[config.mk]
export PLATFORM = sky130hd
export DESIGN_NAME = m4pu_result_queue
export DESIGN_NICKNAME = d
export VERILOG_FILES = /design/src/sv/m4pu_pkg.sv /design/src/sv/m4pu_result_queue.sv
export SDC_FILE = /design/constraint.sdc
export NUM_CORES = 1
export LEC_CHECK = 0
export BUFFER_PORTS_ARGS = -buffer_cell sky130_fd_sc_hd__buf_2
export CAP_MARGIN = 5
export CELL_PAD_IN_SITES_DETAIL_PLACEMENT = 0
export CELL_PAD_IN_SITES_GLOBAL_PLACEMENT = 1
export CORE_MARGIN = 4
export CORE_UTILIZATION = 48
export DETAILED_ROUTE_END_ITERATION = 10
export HOLD_SLACK_MARGIN = 0.15
export PLACE_DENSITY_LB_ADDON = 0.15
export SYNTH_ARGS = -nofsm -noshare
export SYNTH_HDL_FRONTEND = slang
export SYNTH_SLANG_ARGS = --single-unit
[constraint.sdc]
create_clock -name clk -period 3.7 [get_ports clk]
set_clock_uncertainty 0.15 [all_clocks]
set_input_delay 0.74 -clock clk [delete_from_list [all_inputs] [get_ports clk]]
set_output_delay 0.74 -clock clk [all_outputs]
set_load 0.005 [all_outputs]
[src/sv/m4pu_pkg.sv]
`default_nettype none

package m4pu_pkg;

    localparam int DATA_W    = 32;
    localparam int IDX_W     = 4;
    localparam int MODE_W    = 3;
    localparam int FRAC_BITS = 16;
    localparam int LANES     = 4;
    localparam int LANE_AW   = $clog2(LANES);

    // Exact dot product widths: 64-bit products, two levels of pair sums.
    localparam int PROD_W = 2 * DATA_W;
    localparam int PAIR_W = PROD_W + 1;
    localparam int ACC_W  = PROD_W + 2;

    localparam int CMDQ_DEPTH = 4;
    localparam int CMDQ_AW    = $clog2(CMDQ_DEPTH);
    localparam int CMDQ_CW    = $clog2(CMDQ_DEPTH + 1);

    localparam int RESQ_DEPTH = 8;
    localparam int RESQ_AW    = $clog2(RESQ_DEPTH);
    localparam int RESQ_CW    = $clog2(RESQ_DEPTH + 1);

    // Four pipeline stages sit in front of the result queue.
    localparam int OCC_W = $clog2(RESQ_DEPTH + LANES + 1);

    localparam logic [MODE_W-1:0] MODE_LOAD_LEFT  = 3'd0;
    localparam logic [MODE_W-1:0] MODE_LOAD_RIGHT = 3'd1;
    localparam logic [MODE_W-1:0] MODE_MAT        = 3'd2;
    localparam logic [MODE_W-1:0] MODE_MVEC       = 3'd3;
    localparam logic [MODE_W-1:0] MODE_SCALE      = 3'd4;

    localparam logic [IDX_W-1:0] MVEC_LAST = 4'd3;
    localparam logic [IDX_W-1:0] MAT_LAST  = 4'd15;

    localparam logic signed [DATA_W-1:0] SAT_MAX = 32'sh7FFF_FFFF;
    localparam logic signed [DATA_W-1:0] SAT_MIN = 32'sh8000_0000;

    typedef enum logic [2:0] {
        OP_LOAD_L,
        OP_LOAD_R,
        OP_MAT,
        OP_MVEC,
        OP_SCALE
    } op_t;

    typedef struct packed {
        op_t                      op;
        logic [IDX_W-1:0]         idx;
        logic signed [DATA_W-1:0] value;
    } cmd_t;

    typedef struct packed {
        logic signed [DATA_W-1:0] value;
        logic [IDX_W-1:0]         index;
        logic                     last;
    } res_t;

endpackage

`default_nettype wire

[src/sv/m4pu_result_queue.sv]
`default_nettype none

module m4pu_result_queue (
    input  wire logic                          clk,
    input  wire logic                          rst_n,
    input  wire logic                          res_push,
    input  wire m4pu_pkg::res_t                res_word,
    output logic [m4pu_pkg::RESQ_CW-1:0]       res_count,
    output logic                               empty,
    input  wire logic                          pop,
    output m4pu_pkg::res_t                     head
);
    import m4pu_pkg::*;

    res_t               q_reg [RESQ_DEPTH];
    logic [RESQ_AW-1:0] wr_ptr_reg;
    logic [RESQ_AW-1:0] rd_ptr_reg;
    logic [RESQ_CW-1:0] count_reg;
    logic [RESQ_CW-1:0] count_next;
    logic               rd_en;

    assign empty     = (count_reg == '0);
    assign head      = q_reg[rd_ptr_reg];
    assign res_count = count_reg;
    assign rd_en     = pop && !empty;

    always_comb
    begin
        count_next = count_reg;
        if (res_push && !rd_en)
        begin
            count_next = count_reg + 1'b1;
        end
        else if (rd_en && !res_push)
        begin
            count_next = count_reg - 1'b1;
        end
    end

    // The engine only pushes when it holds a free slot, so no overflow check.
    always_ff @(posedge clk or negedge rst_n)
    begin
        if (!rst_n)
        begin
            wr_ptr_reg <= '0;
            rd_ptr_reg <= '0;
            count_reg  <= '0;
        end
        else
        begin
            count_reg <= count_next;
            if (res_push)
            begin
                wr_ptr_reg <= wr_ptr_reg + 1'b1;
            end
            if (rd_en)
            begin
                rd_ptr_reg <= rd_ptr_reg + 1'b1;
            end
        end
    end

    always_ff @(posedge clk)
    begin
        if (res_push)
        begin
            q_reg[wr_ptr_reg] <= res_word;
        end
    end

endmodule

`default_nettype wire

Yosys cells after proc, flatten, opt, wreduce, memory -nomap -nowiden --
Memories as Yosys holds them, arrays and structs flattened. Index checks and enable logic that the tools add are counted.
Word-level totals: memories kept 1, logic and storage cells 20, latch bits 0, memory bits (writable) 296, bits in read-only memories 0, output and inout port bits 42, bits in registers 10, bits of input ports 41
Memories:
- q_reg | words 8, width 37, rd ports 1, clocked after memory_dff 0, write ports 1, RTL line m4pu_result_queue.sv:15 | res_t q_reg [RESQ_DEPTH];
Cells by class: div/mod/pow operators 0, magnitude comparators 0, multipliers 0, add/subtract/negate cells 4, reduce and logical (&&, ||, !) cells 8, equality and inequality tests 0, bitwise operators 0, shift-type cells 0, muxes and demuxes 4
Operator list (count):
- 4-bit 2-to-1 mux | 2
- 3-bit by 1-bit adder with 3-bit output, second input constant | 2
- 4-bit by 1-bit adder with 4-bit output, second input constant | 1
- 4-bit zero test | 1
- 4-bit by 1-bit subtractor with 4-bit output, second input constant | 1
- 1-bit logical AND | 3
- 1-bit zero test | 3
- 1-bit 2-to-1 mux | 2
- 2-bit nonzero test | 1

Logic depth before layout (Yosys ltp) --
depth in word-level cells 6, depth in mapped cells 7, gate-level depth less buffers 7

Worst setup path after synthesis --
OpenSTA, ideal clock, no wires.
kind input-to-reg, start point in res_push, end point mem q_reg[0][0] in the netlist's numbering, enable pin, slack -0.303 ns, required time 3.073 ns, buffers on the path 0, library setup time 0.477 ns, data arrival time 3.376 ns, stages on the path 2, path through nand2b_1 nor3_1
On the way: cells in the longest elaborated chain, start to end 2
RTL lines:
- start, declared | RTL line m4pu_result_queue.sv:6 | input wire logic res_push,
- 1-bit 2-to-1 mux | RTL line m4pu_result_queue.sv:65 | if (res_push)
- 1-bit 2-to-1 mux (implied by the code) | RTL line m4pu_result_queue.sv:67 | q_reg[wr_ptr_reg] <= res_word;
- end, declared | RTL line m4pu_result_queue.sv:15
No other way between the ends.

==> reports/summary.md <==
### Run status
- **outcome** finished, final reports clean

### Setup path
- **worst setup path category** reg -> out
- **maximum fanout along the worst path** 34
- **crit start category** register
- **Critical Path RT** 2.81 ns
- **critical path capture point type** primary output
- **data arrival time at the worst-slack endpoint** 2.60 ns

### Timing
- **setup repair after global routing missed its margin** false
- **max-slew violations** 0
- **final critical-path setup slack** 0.2096 ns
- **highest achievable clock rate** 286.5 MHz
- **Max-Slew Margin vs Limit** 0.5607
- **fraction of the cycle the final worst path needs** 0.9434
- **final critical-path required period** 3.490 ns
- **Setup TNS Final** 0 ns
- **Hold Vio Cnt, Final** 0
- **total of endpoints with negative setup slack in the final report** 0
- **Tightest Pin Transition** 0.6574 ns

### Logic synthesis
- **cell taking the most area after synthesis** sky130_fd_sc_hd__edfxtp_1
- **#FFs+latches synth** 306
- **Unique masters post-synth** 27
- **register area share after synthesis** 0.7799
- **Yosys Warn Count** 0
- **number of nets in the synthesized netlist** 534
- **leading post-synthesis cells by cell area** sky130_fd_sc_hd__edfxtp_1 76%, sky130_fd_sc_hd__mux4_2 14%, sky130_fd_sc_hd__mux2_2 3.8%
- **share of the synthesized area in the top cell type** 0.7586
- **average cell area after synthesis** 24.06 µm²
- **summed instance area of the synthesized netlist** 11,720 µm²
- **Post-Syn Instances** 487

### Power and ir drop
- **leakage power total** 4.479 nW
- **part of the power in registers** 0.450
- **Worst VDD drop** 0.4020 mV
- **net switching fraction of the power** 0.2800
- **power density of the placed cells** 774.8 nW/µm²
- **fraction of power consumed by combinational cells** 0.283
- **switching component of the power** 0.002956 W
- **Int Power** 0.007601 W
- **Clock power frac** 0.266

### Cells and area
- **max reg flops** 296
- **FF/Latch Area** 9148 µm²
- **number of antenna diodes** 0
- **number of fillers in the final layout** 1,754
- **fraction of layout cells with a size suffix above 1** 0.4354
- **total number of nets in the final design** 651
- **area overhead of the layout relative to synthesis** 16.27%
- **combined area of the multi-input logic cells** 2504 µm²

### Drt
- **First DRT Iteration DRCs** 376
- **routed length per instance** 23.49 µm
- **wire length reported by the detailed router** 22.23 mm
- **DRC errors left** 0
- **number of search-and-repair iterations in the first detailed-routing pass** 4
- **Vias per Instance** 5.563
- **via total after detailed routing** 5,263
- **Post-DRT Antenna Nets** 0

### Clock tree
- **cell at the root of the clock tree** sky130_fd_sc_hd__clkbuf_16
- **worst-skew pair later-pin latency** 0.55 ns
- **Sinks on Clock Net** 306
- **# Post-CTS Setup Buffers** 0
- **buffer levels on the longest clock path** 3
- **number of H-tree levels** 1
- **clock tree from TritonCTS** done
- **total clock buffers created by CTS** 31
- **clock edge transition at the registers on the reported setup and hold paths** 0.06 ns
- **Resized cells post-CTS** 0

### Global routing
- **maximum number of pins on one net before global-route repair** 38
- **initial antenna violation count** 3
- **via count of the first global-routing pass** 5,695
- **total routing usage reported by global routing** 0.1711
- **overall overflow remaining after global route** 0
- **first-pass GRT wire length** 34.52 mm

### Placed design
- **minimum setup slack after placement** 0.6781 ns
- **DP HPWL** 12.72 mm
- **routability congestion estimate** 0.7420
- **buffers added on ports** 82

### Floorplan
- **standard-cell rows** 56
- **count of pins on the block boundary** 83
- **placeable core area** 23,750 µm²
- **die area** 26,970 µm²
- **Die X-Extent** 164.2 µm
- **height of the die** 164.2 µm
- **initial core utilization** 0.4933

### Run
- **Maximum Capacitance Violations** 0

### Min path
- **type of the worst min-delay path** in -> reg

[metrics by stage]
step / instances / utilization / cell area [µm²] / total power (W) / hold WS, ns
final: 946 / 0.5736 / 13620 / 0.01056 / 0.3111
after global routing: 946 / 0.5736 / 13620 / 0.01115 / 0.2927
after CTS: 946 / 0.5736 / 13620 / 0.01075 / 0.2834
after detailed placement: 889 / 0.5345 / 12700 / 0.007915 / 0.4034
after global placement: 889 / 0.5345 / 12700 / 0.007832 / 0.3924
after floorplan: 487 / - / 11730 / 0.006735 / 0.2944
[placed cells by master, fill, tap and decap left out, types with 2 or more instances in the layout]
cell type and count:
sky130_fd_sc_hd__a21oi_1 2, sky130_fd_sc_hd__buf_12 5, sky130_fd_sc_hd__buf_2 82, sky130_fd_sc_hd__buf_4 17, sky130_fd_sc_hd__clkbuf_1 6, sky130_fd_sc_hd__clkbuf_16 31
sky130_fd_sc_hd__clkinv_1 7, sky130_fd_sc_hd__clkinv_2 8, sky130_fd_sc_hd__clkinvlp_4 2, sky130_fd_sc_hd__dfrtp_1 7, sky130_fd_sc_hd__dfrtp_4 2, sky130_fd_sc_hd__edfxtp_1 296
sky130_fd_sc_hd__ha_1 5, sky130_fd_sc_hd__inv_1 2, sky130_fd_sc_hd__mux2_2 40, sky130_fd_sc_hd__mux4_2 74, sky130_fd_sc_hd__nand2_1 5, sky130_fd_sc_hd__nand2b_1 3
sky130_fd_sc_hd__nand3_1 2, sky130_fd_sc_hd__nor2_4 6, sky130_fd_sc_hd__nor3_4 2, sky130_fd_sc_hd__o211ai_1 2, sky130_fd_sc_hd__xnor2_1 4, sky130_fd_sc_hd__xor2_1 2
[cells in the mapped netlist (all sizes together)]
| cell type | count |
|---|---|
| o21ai | 1 |
| a2111o | 1 |
| o41ai | 1 |
| nand3 | 2 |
| o211ai | 2 |
| ha | 5 |
| buf | 15 |
| nand2 | 5 |
| mux2i | 1 |
| dfrtp | 10 |
| or4 | 1 |
| nor4 | 1 |
| xor2 | 2 |
| nor3 | 3 |
| edfxtp | 296 |
| or3 | 1 |
| xnor2 | 4 |
| nand3b | 1 |
| mux4 | 74 |
| a21oi | 2 |
| nand2b | 3 |
| mux2 | 40 |
| inv | 2 |
| fa | 1 |
| clkbuf | 6 |
| nor2 | 7 |
[what timing repair did]
| action | CTS | global route |
|---|---|---|
| hold buffers | 1 | 0 |
| endpoints found under the hold margin | 10 | 0 |
| setup endpoints to repair | 0 | 0 |
[metal layers]
layer	wire, µm	global-route usage	vias to the layer above	share of wire
met5	38	0	-	0.0017
met4	445	0.04346	6	0.020
met3	997	0.03312	40	0.045
met2	11090	0.2723	122	0.50
met1	9656	0.2475	2787	0.43
li1	-	-	2308	-
[power groups by stage]
stage	Clock, W	Sequential [W]	Combinational [W]
floorplan	0	0.00458	0.00216
global placement	0	0.00480	0.00303
detailed placement	0	0.00485	0.00307
CTS	0.00290	0.00477	0.00308
global route	0.00306	0.00482	0.00327
finish	0.00281	0.00475	0.00299
[cell families after synthesis]
logic type               after synthesis  share of synthesized area
flip-flops                           306                     0.7799
multiplexers                         115                     0.1815
AND/OR/NAND/NOR                       24                   0.009932
buffers and inverters                 23                    0.01217
AO/OA/AOI/OAI                          7                   0.004911
XOR/XNOR                               6                   0.004485
adder cells (fa/ha/maj)                6                   0.007048
[final cells by class]
| cell class | instances | share of cell area |
|---|---|---|
| flip-flops and latches | 306 | 0.6714 |
| multi-input cells | 158 | 0.1838 |
| clock buffers | 37 | 0.05859 |
| repair buffers | 105 | 0.04757 |
| well taps | 319 | 0.02930 |
| clock inverters | 19 | 0.008816 |
| inverters | 2 | 0.0005510 |
[worst paths after layout]
check | from | endpoint | slack [ns] | cells after the start
min | res_word[25] | q_reg[0][25]$_DFFE_PP_ | 0.31 | 1
max reg2reg | res_count[0]$_DFFE_PN0P_ | res_count[3]$_DFFE_PN0P_ | 0.68 | 7
min in group asynchronous | rst_n | wr_ptr_reg[1]$_DFFE_PN0P_ | 0.43 | 2
max in group asynchronous | rst_n | rd_ptr_reg[1]$_DFFE_PN0P_ | 2.74 | 2
max | rd_ptr_reg[0]$_DFFE_PN0P_ | head[35] | 0.21 | 4
min reg2reg | wr_ptr_reg[1]$_DFFE_PN0P_ | wr_ptr_reg[1]$_DFFE_PN0P_ | 0.41 | 1
[critical path, cell delays in order, from the launching register on]
cell and delay (ns):
sky130_fd_sc_hd__dfrtp_4 0.70, sky130_fd_sc_hd__buf_12 0.34, sky130_fd_sc_hd__mux4_2 0.55, sky130_fd_sc_hd__mux2_2 0.32, sky130_fd_sc_hd__buf_2 0.14
No activity file was read; power rests on OpenSTA's default activity.
