==> src/sv/m4pu_pkg.sv <==
`default_nettype none

package m4pu_pkg;

    localparam int DATA_W    = 32;
    localparam int IDX_W     = 4;
    localparam int MODE_W    = 3;
    localparam int FRAC_BITS = 16;
    localparam int LANES     = 4;
    localparam int LANE_AW   = $clog2(LANES);

    // Exact dot product widths: 64-bit products, two levels of pair sums.
    localparam int PROD_W = 2 * DATA_W;
    localparam int PAIR_W = PROD_W + 1;
    localparam int ACC_W  = PROD_W + 2;

    localparam int CMDQ_DEPTH = 4;
    localparam int CMDQ_AW    = $clog2(CMDQ_DEPTH);
    localparam int CMDQ_CW    = $clog2(CMDQ_DEPTH + 1);

    localparam int RESQ_DEPTH = 8;
    localparam int RESQ_AW    = $clog2(RESQ_DEPTH);
    localparam int RESQ_CW    = $clog2(RESQ_DEPTH + 1);

    // Four pipeline stages sit in front of the result queue.
    localparam int OCC_W = $clog2(RESQ_DEPTH + LANES + 1);

    localparam logic [MODE_W-1:0] MODE_LOAD_LEFT  = 3'd0;
    localparam logic [MODE_W-1:0] MODE_LOAD_RIGHT = 3'd1;
    localparam logic [MODE_W-1:0] MODE_MAT        = 3'd2;
    localparam logic [MODE_W-1:0] MODE_MVEC       = 3'd3;
    localparam logic [MODE_W-1:0] MODE_SCALE      = 3'd4;

    localparam logic [IDX_W-1:0] MVEC_LAST = 4'd3;
    localparam logic [IDX_W-1:0] MAT_LAST  = 4'd15;

    localparam logic signed [DATA_W-1:0] SAT_MAX = 32'sh7FFF_FFFF;
    localparam logic signed [DATA_W-1:0] SAT_MIN = 32'sh8000_0000;

    typedef enum logic [2:0] {
        OP_LOAD_L,
        OP_LOAD_R,
        OP_MAT,
        OP_MVEC,
        OP_SCALE
    } op_t;

    typedef struct packed {
        op_t                      op;
        logic [IDX_W-1:0]         idx;
        logic signed [DATA_W-1:0] value;
    } cmd_t;

    typedef struct packed {
        logic signed [DATA_W-1:0] value;
        logic [IDX_W-1:0]         index;
        logic                     last;
    } res_t;

endpackage

`default_nettype wire

==> src/sv/m4pu_front.sv <==
`default_nettype none

module m4pu_front (
    input  wire logic                          clk,
    input  wire logic                          rst_n,
    input  wire logic                          push,
    output logic                               full,
    input  wire logic [m4pu_pkg::MODE_W-1:0]   mode,
    input  wire logic [m4pu_pkg::IDX_W-1:0]    elem_index,
    input  wire logic signed [m4pu_pkg::DATA_W-1:0] value,
    output logic                               cmd_valid,
    output m4pu_pkg::cmd_t                     cmd,
    input  wire logic                          cmd_take
);
    import m4pu_pkg::*;

    cmd_t               q_reg [CMDQ_DEPTH];
    logic [CMDQ_AW-1:0] wr_ptr_reg;
    logic [CMDQ_AW-1:0] rd_ptr_reg;
    logic [CMDQ_CW-1:0] count_reg;
    logic [CMDQ_CW-1:0] count_next;

    op_t  cls_op;
    logic cls_ok;
    logic wr_en;
    logic rd_en;

    // Decode the mode; unused codes are taken and dropped.
    always_comb
    begin
        cls_op = OP_LOAD_L;
        cls_ok = 1'b1;
        case (mode)
            MODE_LOAD_LEFT:  cls_op = OP_LOAD_L;
            MODE_LOAD_RIGHT: cls_op = OP_LOAD_R;
            MODE_MAT:        cls_op = OP_MAT;
            MODE_MVEC:       cls_op = OP_MVEC;
            MODE_SCALE:      cls_op = OP_SCALE;
            default:         cls_ok = 1'b0;
        endcase
    end

    assign full      = (count_reg == CMDQ_CW'(CMDQ_DEPTH));
    assign cmd_valid = (count_reg != '0);
    assign cmd       = q_reg[rd_ptr_reg];
    assign wr_en     = push && !full && cls_ok;
    assign rd_en     = cmd_take && cmd_valid;

    always_comb
    begin
        count_next = count_reg;
        if (wr_en && !rd_en)
        begin
            count_next = count_reg + 1'b1;
        end
        else if (rd_en && !wr_en)
        begin
            count_next = count_reg - 1'b1;
        end
    end

    always_ff @(posedge clk or negedge rst_n)
    begin
        if (!rst_n)
        begin
            wr_ptr_reg <= '0;
            rd_ptr_reg <= '0;
            count_reg  <= '0;
        end
        else
        begin
            count_reg <= count_next;
            if (wr_en)
            begin
                wr_ptr_reg <= wr_ptr_reg + 1'b1;
            end
            if (rd_en)
            begin
                rd_ptr_reg <= rd_ptr_reg + 1'b1;
            end
        end
    end

    always_ff @(posedge clk)
    begin
        if (wr_en)
        begin
            q_reg[wr_ptr_reg] <= '{op: cls_op, idx: elem_index, value: value};
        end
    end

endmodule

`default_nettype wire

==> config.mk <==
export PLATFORM = sky130hd
export DESIGN_NAME = m4pu_front
export DESIGN_NICKNAME = d
export VERILOG_FILES = /design/src/sv/m4pu_pkg.sv /design/src/sv/m4pu_front.sv
export SDC_FILE = /design/constraint.sdc
export NUM_CORES = 1
export LEC_CHECK = 0
export ABC_AREA = 1
export BUFFER_PORTS_ARGS = -buffer_cell sky130_fd_sc_hd__clkbuf_2
export CORE_MARGIN = 2
export CORE_UTILIZATION = 57
export DETAILED_ROUTE_END_ITERATION = 16
export PLACE_DENSITY = 0.78
export SLEW_MARGIN = 20
export SYNTH_ARGS = -nofsm -noshare
export SYNTH_HDL_FRONTEND = slang
export SYNTH_SLANG_ARGS = --single-unit
==> constraint.sdc <==
create_clock -name clk -period 3.5 [get_ports clk]
set_input_delay 0.175 -clock clk [delete_from_list [all_inputs] [get_ports clk]]
set_output_delay 0.175 -clock clk [all_outputs]
set_load 0.005 [all_outputs]
== Yosys cells after proc, flatten, opt, wreduce, memory -nomap -nowiden ==
Memory sizes are Yosys's and may differ from the RTL's.
Index checks and enable logic that the tools add are counted.
Word-level totals
  register bits: 7
  bits in writable memories: 156
  input port bits: 43
  output and inout port bits: 41
  word-level logic and storage cells: 31
  memories kept: 1
Operators by class
  $add $sub $neg: 4
  equality and inequality tests: 5
  muxes and demuxes: 6
  reduce and logical (&&, ||, !) cells: 12
Memories
  q_reg: depth 4, bits a word 39, read ports 1, clocked after Yosys merged registers in 0, wr ports 1, line m4pu_front.sv:17  | cmd_t q_reg [CMDQ_DEPTH];
Operators by type and width (count)
  $pmux W3 S4: 1
  $eq A3 B2 Y1 const B: 2
  $eq A3 B3 Y1 const B: 2
  $mux W3: 2
  $logic_and A1 B1 Y1: 5
  $reduce_or A5 Y1: 1
  $add A2 B1 Y2 const B: 2
  $add A3 B1 Y3 const B: 1
  $eq A3 B1 Y1 const B: 1
  $logic_not A1 Y1: 3
  $logic_not A3 Y1: 1
  $mux W1: 3
  $reduce_bool A3 Y1: 1
  $sub A3 B1 Y3 const B: 1
  $reduce_bool A2 Y1: 1

== Longest topological paths before layout ==
Gate-level depths: netlist of the first run.
  depth in word-level cells: 8
  gate-level depth with buffers: 12
  mapped depth without buffers: 12

== Worst setup path before layout of the first run ==
No wires, ideal clock.
  path type: register -> register
  start point: register count_reg[0]
  end point: memory q_reg[0][0] in the netlist's numbering (enable)
  setup time: 0.435 ns
  data arrival time: 2.432 ns
  required time: 3.065 ns
  slack: 0.632 ns
  stages on the path, launching flop included: 5
  buffers on the path: 0
  clock period less this slack: 2.868 ns
  cell sequence: dfrtp_1 -> nor2_1 -> nand2_1 -> nand3_1 -> nor2_1
On the way
  cells in the longest elaborated chain, start to end: 6
Ends and longest elaborated chain
  from (decl): line m4pu_front.sv:20  | logic [CMDQ_CW-1:0] count_reg;
  from (signal assigned): line m4pu_front.sv:72  | count_reg <= count_next;
  $eq A3 B3 Y1: line m4pu_front.sv:43  | assign full = (count_reg == CMDQ_CW'(CMDQ_DEPTH));
  $logic_not A1 Y1: line m4pu_front.sv:46  | assign wr_en = push && !full && cls_ok;
  $logic_and A1 B1 Y1 (2 in series): line m4pu_front.sv:46
  $mux W1: line m4pu_front.sv:86  | if (wr_en)
  $mux W1 (not written as such): line m4pu_front.sv:88  | q_reg[wr_ptr_reg] <= '{op: cls_op, idx: elem_index, value: value};
  to (decl): line m4pu_front.sv:17
Every way passes these cells.

==> results of run 1 <==
-- cells by family after synthesis --
group                      share of synthesized area
buffers and inverters                         0.0358
DFF                                            0.778
AOI/OAI and AO/OA                              0.103
and+or+nand+nor                               0.0659
xor gates and xnor gates                     0.00421
adders and majority gates                     0.0132
-- report_power, final --
part / switching (mW) / internal (mW)
Combinational: 1.19 / 0.652
Clock: 0.690 / 1.36
Sequential: 0.124 / 2.43
-- path summary, 6_finish.rpt --
path	end	cells after the start	slack, ps
max reg2reg	count_reg[2]	11	1230
min reg2reg	count_reg[2]	2	540
min in group clk	wr_ptr_reg[1]	4	20
max in group asynchronous	rd_ptr_reg[0]	2	3290
max	cmd[36]	4	1080
min	count_reg[0]	2	20
-- layout by cell type (no fill, tap or decap), types with 2 or more instances in the layout --
master / instances
o21ai_1: 6
nor2_1: 82
edfxtp_1: 156
nor2_4: 4
nand2_1: 16
clkbuf_16: 16
clkbuf_2: 83
o21ai_0: 74
nand4_1: 3
inv_1: 14
nand3_1: 2
o22ai_1: 39
dfrtp_1: 6
xnor2_1: 2
bufinv_16: 7
clkbuf_1: 2
buf_4: 7
ha_1: 5
clkinv_2: 3
dlygate4sd3_1: 40
-- timing repair --
action | CTS | global route
endpoints found under the setup margin | 0 | 0
hold buffers | 40 | 0
hold endpoints to repair | 155 | 0
setup buffers | 0 | 0
-- area by class of cell --
class / count / area share
clock buffer: 19 / 0.0539
clock inverter: 11 / 0.0299
inverter: 16 / 0.00832
multi-input combinational: 235 / 0.153
sequential: 163 / 0.622
tap: 140 / 0.0224
timing repair buffer: 130 / 0.111
-- stage by stage --
stage	util	cells	power [mW]	area [µm²]	worst slack, ps
floorplan	-	439	3.72	6250	632
global placement	0.629	644	4.29	6760	1410
detailed placement	0.629	644	4.37	6760	1250
CTS	0.728	714	6.46	7820	1130
global route	0.728	714	6.77	7820	992
finish	0.728	714	6.45	7820	1080
-- critical path, delay by kind of cell, from the launching register on --
kind            cells  cell delay (ps)
buf+inv             2              630
flops               1              570
compound gates      2              470
-- routing by layer --
metal / global-route usage / vias up / share of wire
li1: - / 1867 / -
met1: 0.281 / 2004 / 0.40
met2: 0.404 / 170 / 0.53
met3: 0.0663 / 16 / 0.064
met4: 0.0687 / 0 / 0.0097
met5: 0 / - / 0
==> out/qor.yml, run 1 <==
run_status: "finished clean"
drv_cap: 0
largest_register_ff_count: 156
cts.path.max_buffers: 2
worst_ir_drop_vdd_v: 0.000503
core_area_um2: 10700
ratio_of_cells_with_drive_above_1_in_the_final_layout: 0.218
post_cts.resized_instances: 0
iteration_0_drc_markers: 360
synth_sequential_area_ratio: 0.778
seqCellArea_um2: 4860
data_arrival_time_at_the_worst_slack_endpoint_ps: 2240
final-hold-violation-count: 0
crit_end_element: "primary output"
die_x_um: 109
critPathKind: "reg -> out"
port_buffers: 83
worst_hold_margin_ps: 19.6
timing.hold.worst.class: "in -> async"
clock_tree_root_driver_cell: "clkbuf_8"
ys_seq_elements: 163
fill_cells: 662
clock_latency_on_the_worst_skew_pair_ps: 520
clk_transition_reported_paths_ps: 60
global_route.usage.total: 0.231
mappedNetlistNets: 488
synth.top_cells.by_area: "edfxtp_1 75%, o21ai_0 5.9%, nor2_1 5.2%"
timing.final.setup_violations: 0
clkSinkCount: 163
skew_ps: 6.37
cts_tree: "built"
synth_common_cells: "156 x edfxtp_1, 86 x nor2_1, 74 x o21ai_0, 39 x o22ai_1, 16 x nand2_1"
antennaDiodeCount: 0
startpoint: "rd_ptr_reg[0]"
timing.max_slew.rel_slack: 0.575
critical_path_required_ps: 3320
floorplan.initialDensity: 0.582
synth.yosys.warnings: 0
drt_pre_antenna_iters: 5
final_min_period_over_clock_period: 0.691
synth.largest_area_cell: "edfxtp_1"
wire_length_of_the_first_global_routing_pass_um: 20200
global_route.overflow_total: 0
dieArea_um2: 11800
synth-edff-count: 156
timing.critical_path.slowest_stage_cell: "dfrtp_2"
power_density_nw_per_um2: 825
post-route-min-period_ps: 2420
synth.most_common_cell: "edfxtp_1"
cts-buffers-inserted: 17
final_antenna_net_count: 0
via_count_of_the_first_global_routing_pass: 4042
delay_contributed_by_the_slowest_stage_of_the_critical_path_ps: 570
die_y_um: 109
htreeDepth: 4
final_net_count: 612
multi_input_area_um2: 1190
routed_via_density: 5.68
post_route_setup_tns_ps: 0
leakage_power_nw: 2.85
routed-via-count: 4057
critPathLaunchType: "flop"
yosysTopAreaCellShare: 0.750
synth_top_flop_cell: "edfxtp_1"
mappedNetlistArea_um2: 6250
tightest_slew_ps: 637
cp_cell_sequence: "inv_6 > o21ai_0 > o22ai_1 > clkbuf_2"
wl_per_cell_um: 18.3
avgSynthCellArea_um2: 14.2
rsz0062_at_grt: "false"
synth-async-reset-ratio: 0.0429
detail_route.wirelength_um: 13100
ios: 84
place.detailed.hpwl_um: 6880
routabilityCongestion: 0.810
crit_fanout: 79
max_freq_mhz: 413
r2r-start: "count_reg[0]"
placementRows: 38
antenna_violations_before_repair: 0
yosys.cell_types.count: 21
grt_max_degree: 80
post_synth_inst_count: 439
area.growth.synth_to_final_pct: 25.2
drc_errors: 0
maxSlewViolCount: 0
Note: power is estimated with default switching activity, not from simulation.
==> run 2, diff against run 1 <==
CORE_UTILIZATION = 51   (was 57)
PLACE_DENSITY = 0.74   (was 0.78)
clock period = 2.1 ns   (was 3.5 ns; I/O delays follow)
==> out/qor.yml, run 2 (synthesis results as in run 1) <==
run_status: "finished clean"
global_route.usage.total: 0.203
crit_fanout: 79
final_area_um2: 7890
routed-via-count: 3926
ios: 84
antennaDiodeCount: 0
clk_transition_reported_paths_ps: 60
skew_ps: 9.61
final_net_count: 614
leakage_power_nw: 2.88
r2r-start: "count_reg[0]"
timing.max_slew.rel_slack: 0.784
maxSlewViolCount: 0
critPathKind: "reg -> out"
rr_worst_depth: 10
largest_register_ff_count: 156
groute.layer.met2.usage: 0.332
routabilityCongestion: 0.715
crit_end_element: "primary output"
placement.cell_area_um2: 6850
postLayoutCoreUtil: 0.659
core_area_um2: 12000
post-route-min-period_ps: 1980
power_density_nw_per_um2: 1350
drc_errors: 0
dieArea_um2: 13200
clock_tree_root_driver_cell: "clkbuf_16"
clkSinkCount: 163
worst_r2r_endpoint: "count_reg[2]"
hold_path_origin: "mode[2]"
layout.cells.most_common: "edfxtp_1"
clock_latency_on_the_worst_skew_pair_ps: 420
global_route.overflow_total: 0
drt_pre_antenna_iters: 4
globalRouteMet3Util: 0.0498
timing.final.setup_violations: 0
regToRegSetupSlack_ps: 190
via_count_of_the_first_global_routing_pass: 4003
routed_via_density: 5.42
max_freq_mhz: 505
tightest_slew_ps: 324
htreeDepth: 4
min_delay_path_depth: 2
ratio_of_cells_with_drive_above_1_in_the_final_layout: 0.227
grt_max_degree: 80
wl_per_cell_um: 17.7
min_delay_worst_endpoint: "q_reg[1][37]"
placementRows: 40
timing.hold.worst.class: "in -> reg"
drv_cap: 0
finalWorstSetupSlack_ps: 121
detailedPlace.worstSlack_ps: 211
iteration_0_drc_markers: 413
worst_ir_drop_vdd_v: 0.000712
cts_tree: "built"
final_antenna_net_count: 0
rsz0062_at_grt: "true"
antenna_violations_before_repair: 0
data_arrival_time_at_the_worst_slack_endpoint_ps: 1870
final-hold-violation-count: 0
layout.cells.most_common_list: "156 x edfxtp_1, 83 x clkbuf_2, 82 x nor2_1"
die_y_um: 115
globalRouteMet1Util: 0.260
detail_route.wirelength_um: 12800
final_min_period_over_clock_period: 0.943
die_x_um: 115
critical_path_required_ps: 2000
cts.path.max_buffers: 2
top_usage_layer: "met2"
floorplan.initialDensity: 0.522
port_buffers: 83
area.growth.synth_to_final_pct: 26.2
cts-buffers-inserted: 17
place.detailed.hpwl_um: 7000
wire_length_of_the_first_global_routing_pass_um: 20000
critPathLaunchType: "flop"
[run 2: where the power goes]
| group | leakage [nW] | switching [mW] | internal, mW |
|---|---|---|---|
| registers | 1.50 | 0.201 | 4.05 |
| clock network | 0.315 | 1.19 | 2.10 |
| logic | 1.06 | 1.96 | 1.17 |
| total | 2.88 | 3.35 | 7.32 |
[run 2: how the worst max path moves through the flow]
| stage | startpoint | end |
|---|---|---|
| after floorplan | count_reg[0] | q_reg[0][0] |
| after detailed placement | count_reg[0] | count_reg[1] |
| after global routing | rd_ptr_reg[0] | cmd[29] |
| after global placement | count_reg[0] | count_reg[2] |
| final | rd_ptr_reg[0] | cmd[29] |
| after CTS | rd_ptr_reg[0] | cmd[28] |
[run 2: area by class of cell]
| type | count | area, µm² |
|---|---|---|
| multi-input combinational | 235 | 1190 |
| fill | 851 | 4080 |
| clock inverter | 14 | 209 |
| timing repair buffer | 132 | 932 |
| inverter | 16 | 72.6 |
| clock buffer | 18 | 429 |
| sequential | 163 | 4860 |
| tap | 147 | 184 |
[run 2: worst max-delay path, stage by stage (launching register included)]
cell      delay [ps]
dfrtp_4          580
clkinv_8         280
o21ai_0          300
o22ai_1          130
clkbuf_2         130
[run 2: routing by layer]
metal  vias to the layer above  wire length, µm
met5                         -                0
met4                         0               75
met3                         4              606
met2                       101             6700
met1                      1941             5430
li1                       1880                -
[run 2: stage by stage]
step	hold slack [ps]	cells	setup TNS (ps)	power, mW
after global routing	54.7	725	-133	11.3
after global placement	-49.1	655	0	7.26
after CTS	29.3	725	0	10.8
after detailed placement	-48.8	655	0	7.38
after floorplan	-191	439	-28960	6.20
final	51.2	725	0	10.7
[run 2: timing repair]
item	CTS	global route
endpoints found under the setup margin	10	15
buffers inserted	0	0
hold buffers	38	0
resized for setup	2	2
hold endpoints to repair	153	0
==> run 3, diff against run 2 <==
ABC_AREA = unset   (was 1)
BUFFER_PORTS_ARGS = unset   (was -buffer_cell sky130_fd_sc_hd__clkbuf_2)
CORE_UTILIZATION = 56   (was 51)
DONT_BUFFER_PORTS = 1   (was unset)
PLACE_DENSITY = 0.73   (was 0.74)
SLEW_MARGIN = 15   (was 20)
==> out/qor.yml, run 3 <==
swShare: 0.268
power.share.sequential: 0.444
final-hold-violation-count: 0
ys_seq_elements: 163
die_x_um: 108
internal_power_mw: 7.06
drc_errors: 0
routed_via_density: 5.73
synth.yosys.warnings: 0
yosysTopAreaCellShare: 0.772
global_route.overflow_total: 0
critPathKind: "reg -> reg"
post-route-min-period_ps: 2050
wire_length_of_the_first_global_routing_pass_um: 15800
cts.path.max_buffers: 2
p_total_mw: 9.64
delay_contributed_by_the_slowest_stage_of_the_critical_path_ps: 400
rr_worst_depth: 9
yosys.cell_types.count: 24
power_density_nw_per_um2: 1290
ios: 84
port_buffers: 0
timing.max_slew.rel_slack: 0.770
clkSinkCount: 163
critical_path_required_ps: 2540
data_arrival_time_at_the_worst_slack_endpoint_ps: 2500
routabilityCongestion: 0.745
clock_latency_on_the_worst_skew_pair_ps: 520
leakage_power_nw: 2.48
final_net_count: 369
timing.critical_path.slowest_stage_cell: "dfrtp_1"
timing.hold.worst.class: "in -> reg"
worst_hold_margin_ps: 66.1
synth_top_flop_cell: "edfxtp_1"
ratio_of_cells_with_drive_above_1_in_the_final_layout: 0.330
rsz0062_at_grt: "true"
critPathLaunchType: "flop"
synth.top_cells.by_area: "edfxtp_1 77%, mux4_2 14%, dfrtp_1 2.9%"
clk_transition_reported_paths_ps: 70
placementRows: 38
largest_register_ff_count: 156
routed-via-count: 2714
mappedNetlistArea_um2: 6070
wl_per_cell_um: 22.3
htreeDepth: 4
worst_r2r_endpoint: "count_reg[2]"
placement.cell_area_um2: 6400
max_freq_mhz: 487
dieArea_um2: 11700
antenna_violations_before_repair: 0
cts-buffers-inserted: 17
avgSynthCellArea_um2: 25.0
synth-async-reset-ratio: 0.0429
die_y_um: 108
p_sw_mw: 2.58
layout.cells.most_common_list: "156 x edfxtp_1, 43 x dlygate4sd3_1, 39 x mux4_2"
global_route.usage.total: 0.194
critPathTopFamily: "simple AND/OR/NAND/NOR gates"
synth_sequential_area_ratio: 0.801
clock_tree_root_driver_cell: "clkbuf_8"
fill_cells: 651
final_area_um2: 7490
r2r-start: "count_reg[2]"
detail_route.wirelength_um: 10600
drt_pre_antenna_iters: 4
floorplan.initialDensity: 0.567
layout.cells.most_common: "edfxtp_1"
cp_cell_sequence: "buf_4 > nor3b_4 > and3b_2 > ha_4 > inv_1 > fa_2 > xor2_1 > nor2_1 > xor2_1"
final_min_period_over_clock_period: 0.978
cpMostUsedCell: "xor2_1"
crit_end_element: "flop"
maxSlewViolCount: 0
synth-edff-count: 156
combinationalPowerShare: 0.251
crit_fanout: 2
iteration_0_drc_markers: 105
min_delay_worst_endpoint: "wr_ptr_reg[0]"
final_antenna_net_count: 0
tightest_slew_ps: 344
drv_cap: 0
mappedNetlistNets: 292
cts_tree: "built"
post_layout_instance_count_excluding_filler_cells: 474
hold_path_origin: "push"
run_status: "finished clean"
area.growth.synth_to_final_pct: 23.4
synth.most_common_cell: "edfxtp_1"
synth.largest_area_cell: "edfxtp_1"
postLayoutCoreUtil: 0.700
worst_ir_drop_vdd_v: 0.000780
via_count_of_the_first_global_routing_pass: 2894
grt_max_degree: 31
post_synth_inst_count: 243
placedCellCount: 391
synth_common_cells: "156 x edfxtp_1, 39 x mux4_2, 7 x dfrtp_1, 5 x ha_1"
clock_share_of_power: 0.305
skew_ps: 7.05
number_of_cells_on_the_critical_path: 9
regToRegSetupSlack_ps: 50
core_area_um2: 10700
timing.final.setup_violations: 0
worstPathBufferInverterCount: 2
min_delay_path_depth: 3
place.detailed.hpwl_um: 5910
==> run 3: stage by stage <==
stage               setup slack, ps  setup TNS (ps)
detailed placement            -74.0           -74.0
floorplan                      10.4               0
CTS                            3.30               0
global route                  -21.6           -23.9
finish                         45.8               0
global placement               45.8               0
==> run 3: worst max-delay path by stage <==
stage                        startpoint  slack [ps]           end
after global routing       count_reg[1]         -20  count_reg[2]
after floorplan            count_reg[0]          10  count_reg[2]
final                      count_reg[2]          50  count_reg[2]
after global placement     count_reg[2]          50  count_reg[2]
after detailed placement   count_reg[2]         -70  count_reg[2]
after CTS                 rd_ptr_reg[0]           3        cmd[3]
==> run 3: tightest hold or removal path, stage by stage <==
cell and delay, ps:
and3b_2 220, buf_4 160, xnor2_1 60
==> run 3: logic make-up after synthesis <==
family / count (synthesis) / share of synthesized area
compound gates: 1 / 0.000824
xor+xnor: 6 / 0.00866
fa+ha+maj: 6 / 0.0136
buf+inv: 13 / 0.0122
flops: 163 / 0.801
mux: 41 / 0.149
simple gates: 13 / 0.0150
==> run 3: repair_timing <==
| item | 4_1_cts | 5_1_grt |
|---|---|---|
| resized for setup | 5 | 3 |
| pin swaps | 3 | 3 |
| hold buffers | 43 | 0 |
| endpoints found under the setup margin | 1 | 23 |
| buffers inserted | 1 | 6 |
| endpoints found under the hold margin | 167 | 0 |
==> run 3: area by class of cell <==
class	instances	area (µm²)	area share
diodes	1	2.50	0.000334
clock buffers	17	414	0.0553
clock inverters	15	158	0.0211
inverters	3	11.3	0.00150
multi-input cells	67	1160	0.156
flip-flops and latches	163	4860	0.650
well taps	140	175	0.0234
repair buffers	68	697	0.0931
==> run 3: power groups by stage <==
stage | registers [mW] | logic (mW) | clock network [mW]
3_5_place_dp | 4.39 | 2.17 | 0
6_report | 4.28 | 2.42 | 2.94
4_1_cts | 4.32 | 2.31 | 3.00
5_1_grt | 4.32 | 2.62 | 3.13
2_1_floorplan | 4.24 | 1.65 | 0
3_3_place_gp | 4.35 | 2.16 | 0
==> run 3: metal layers <==
layer	GRT usage	vias to the layer above	routed length [µm]
li1	-	1183	-
met1	0.233	1445	4150
met2	0.326	73	5790
met3	0.0657	13	512
met4	0.0769	0	109
met5	0	-	0
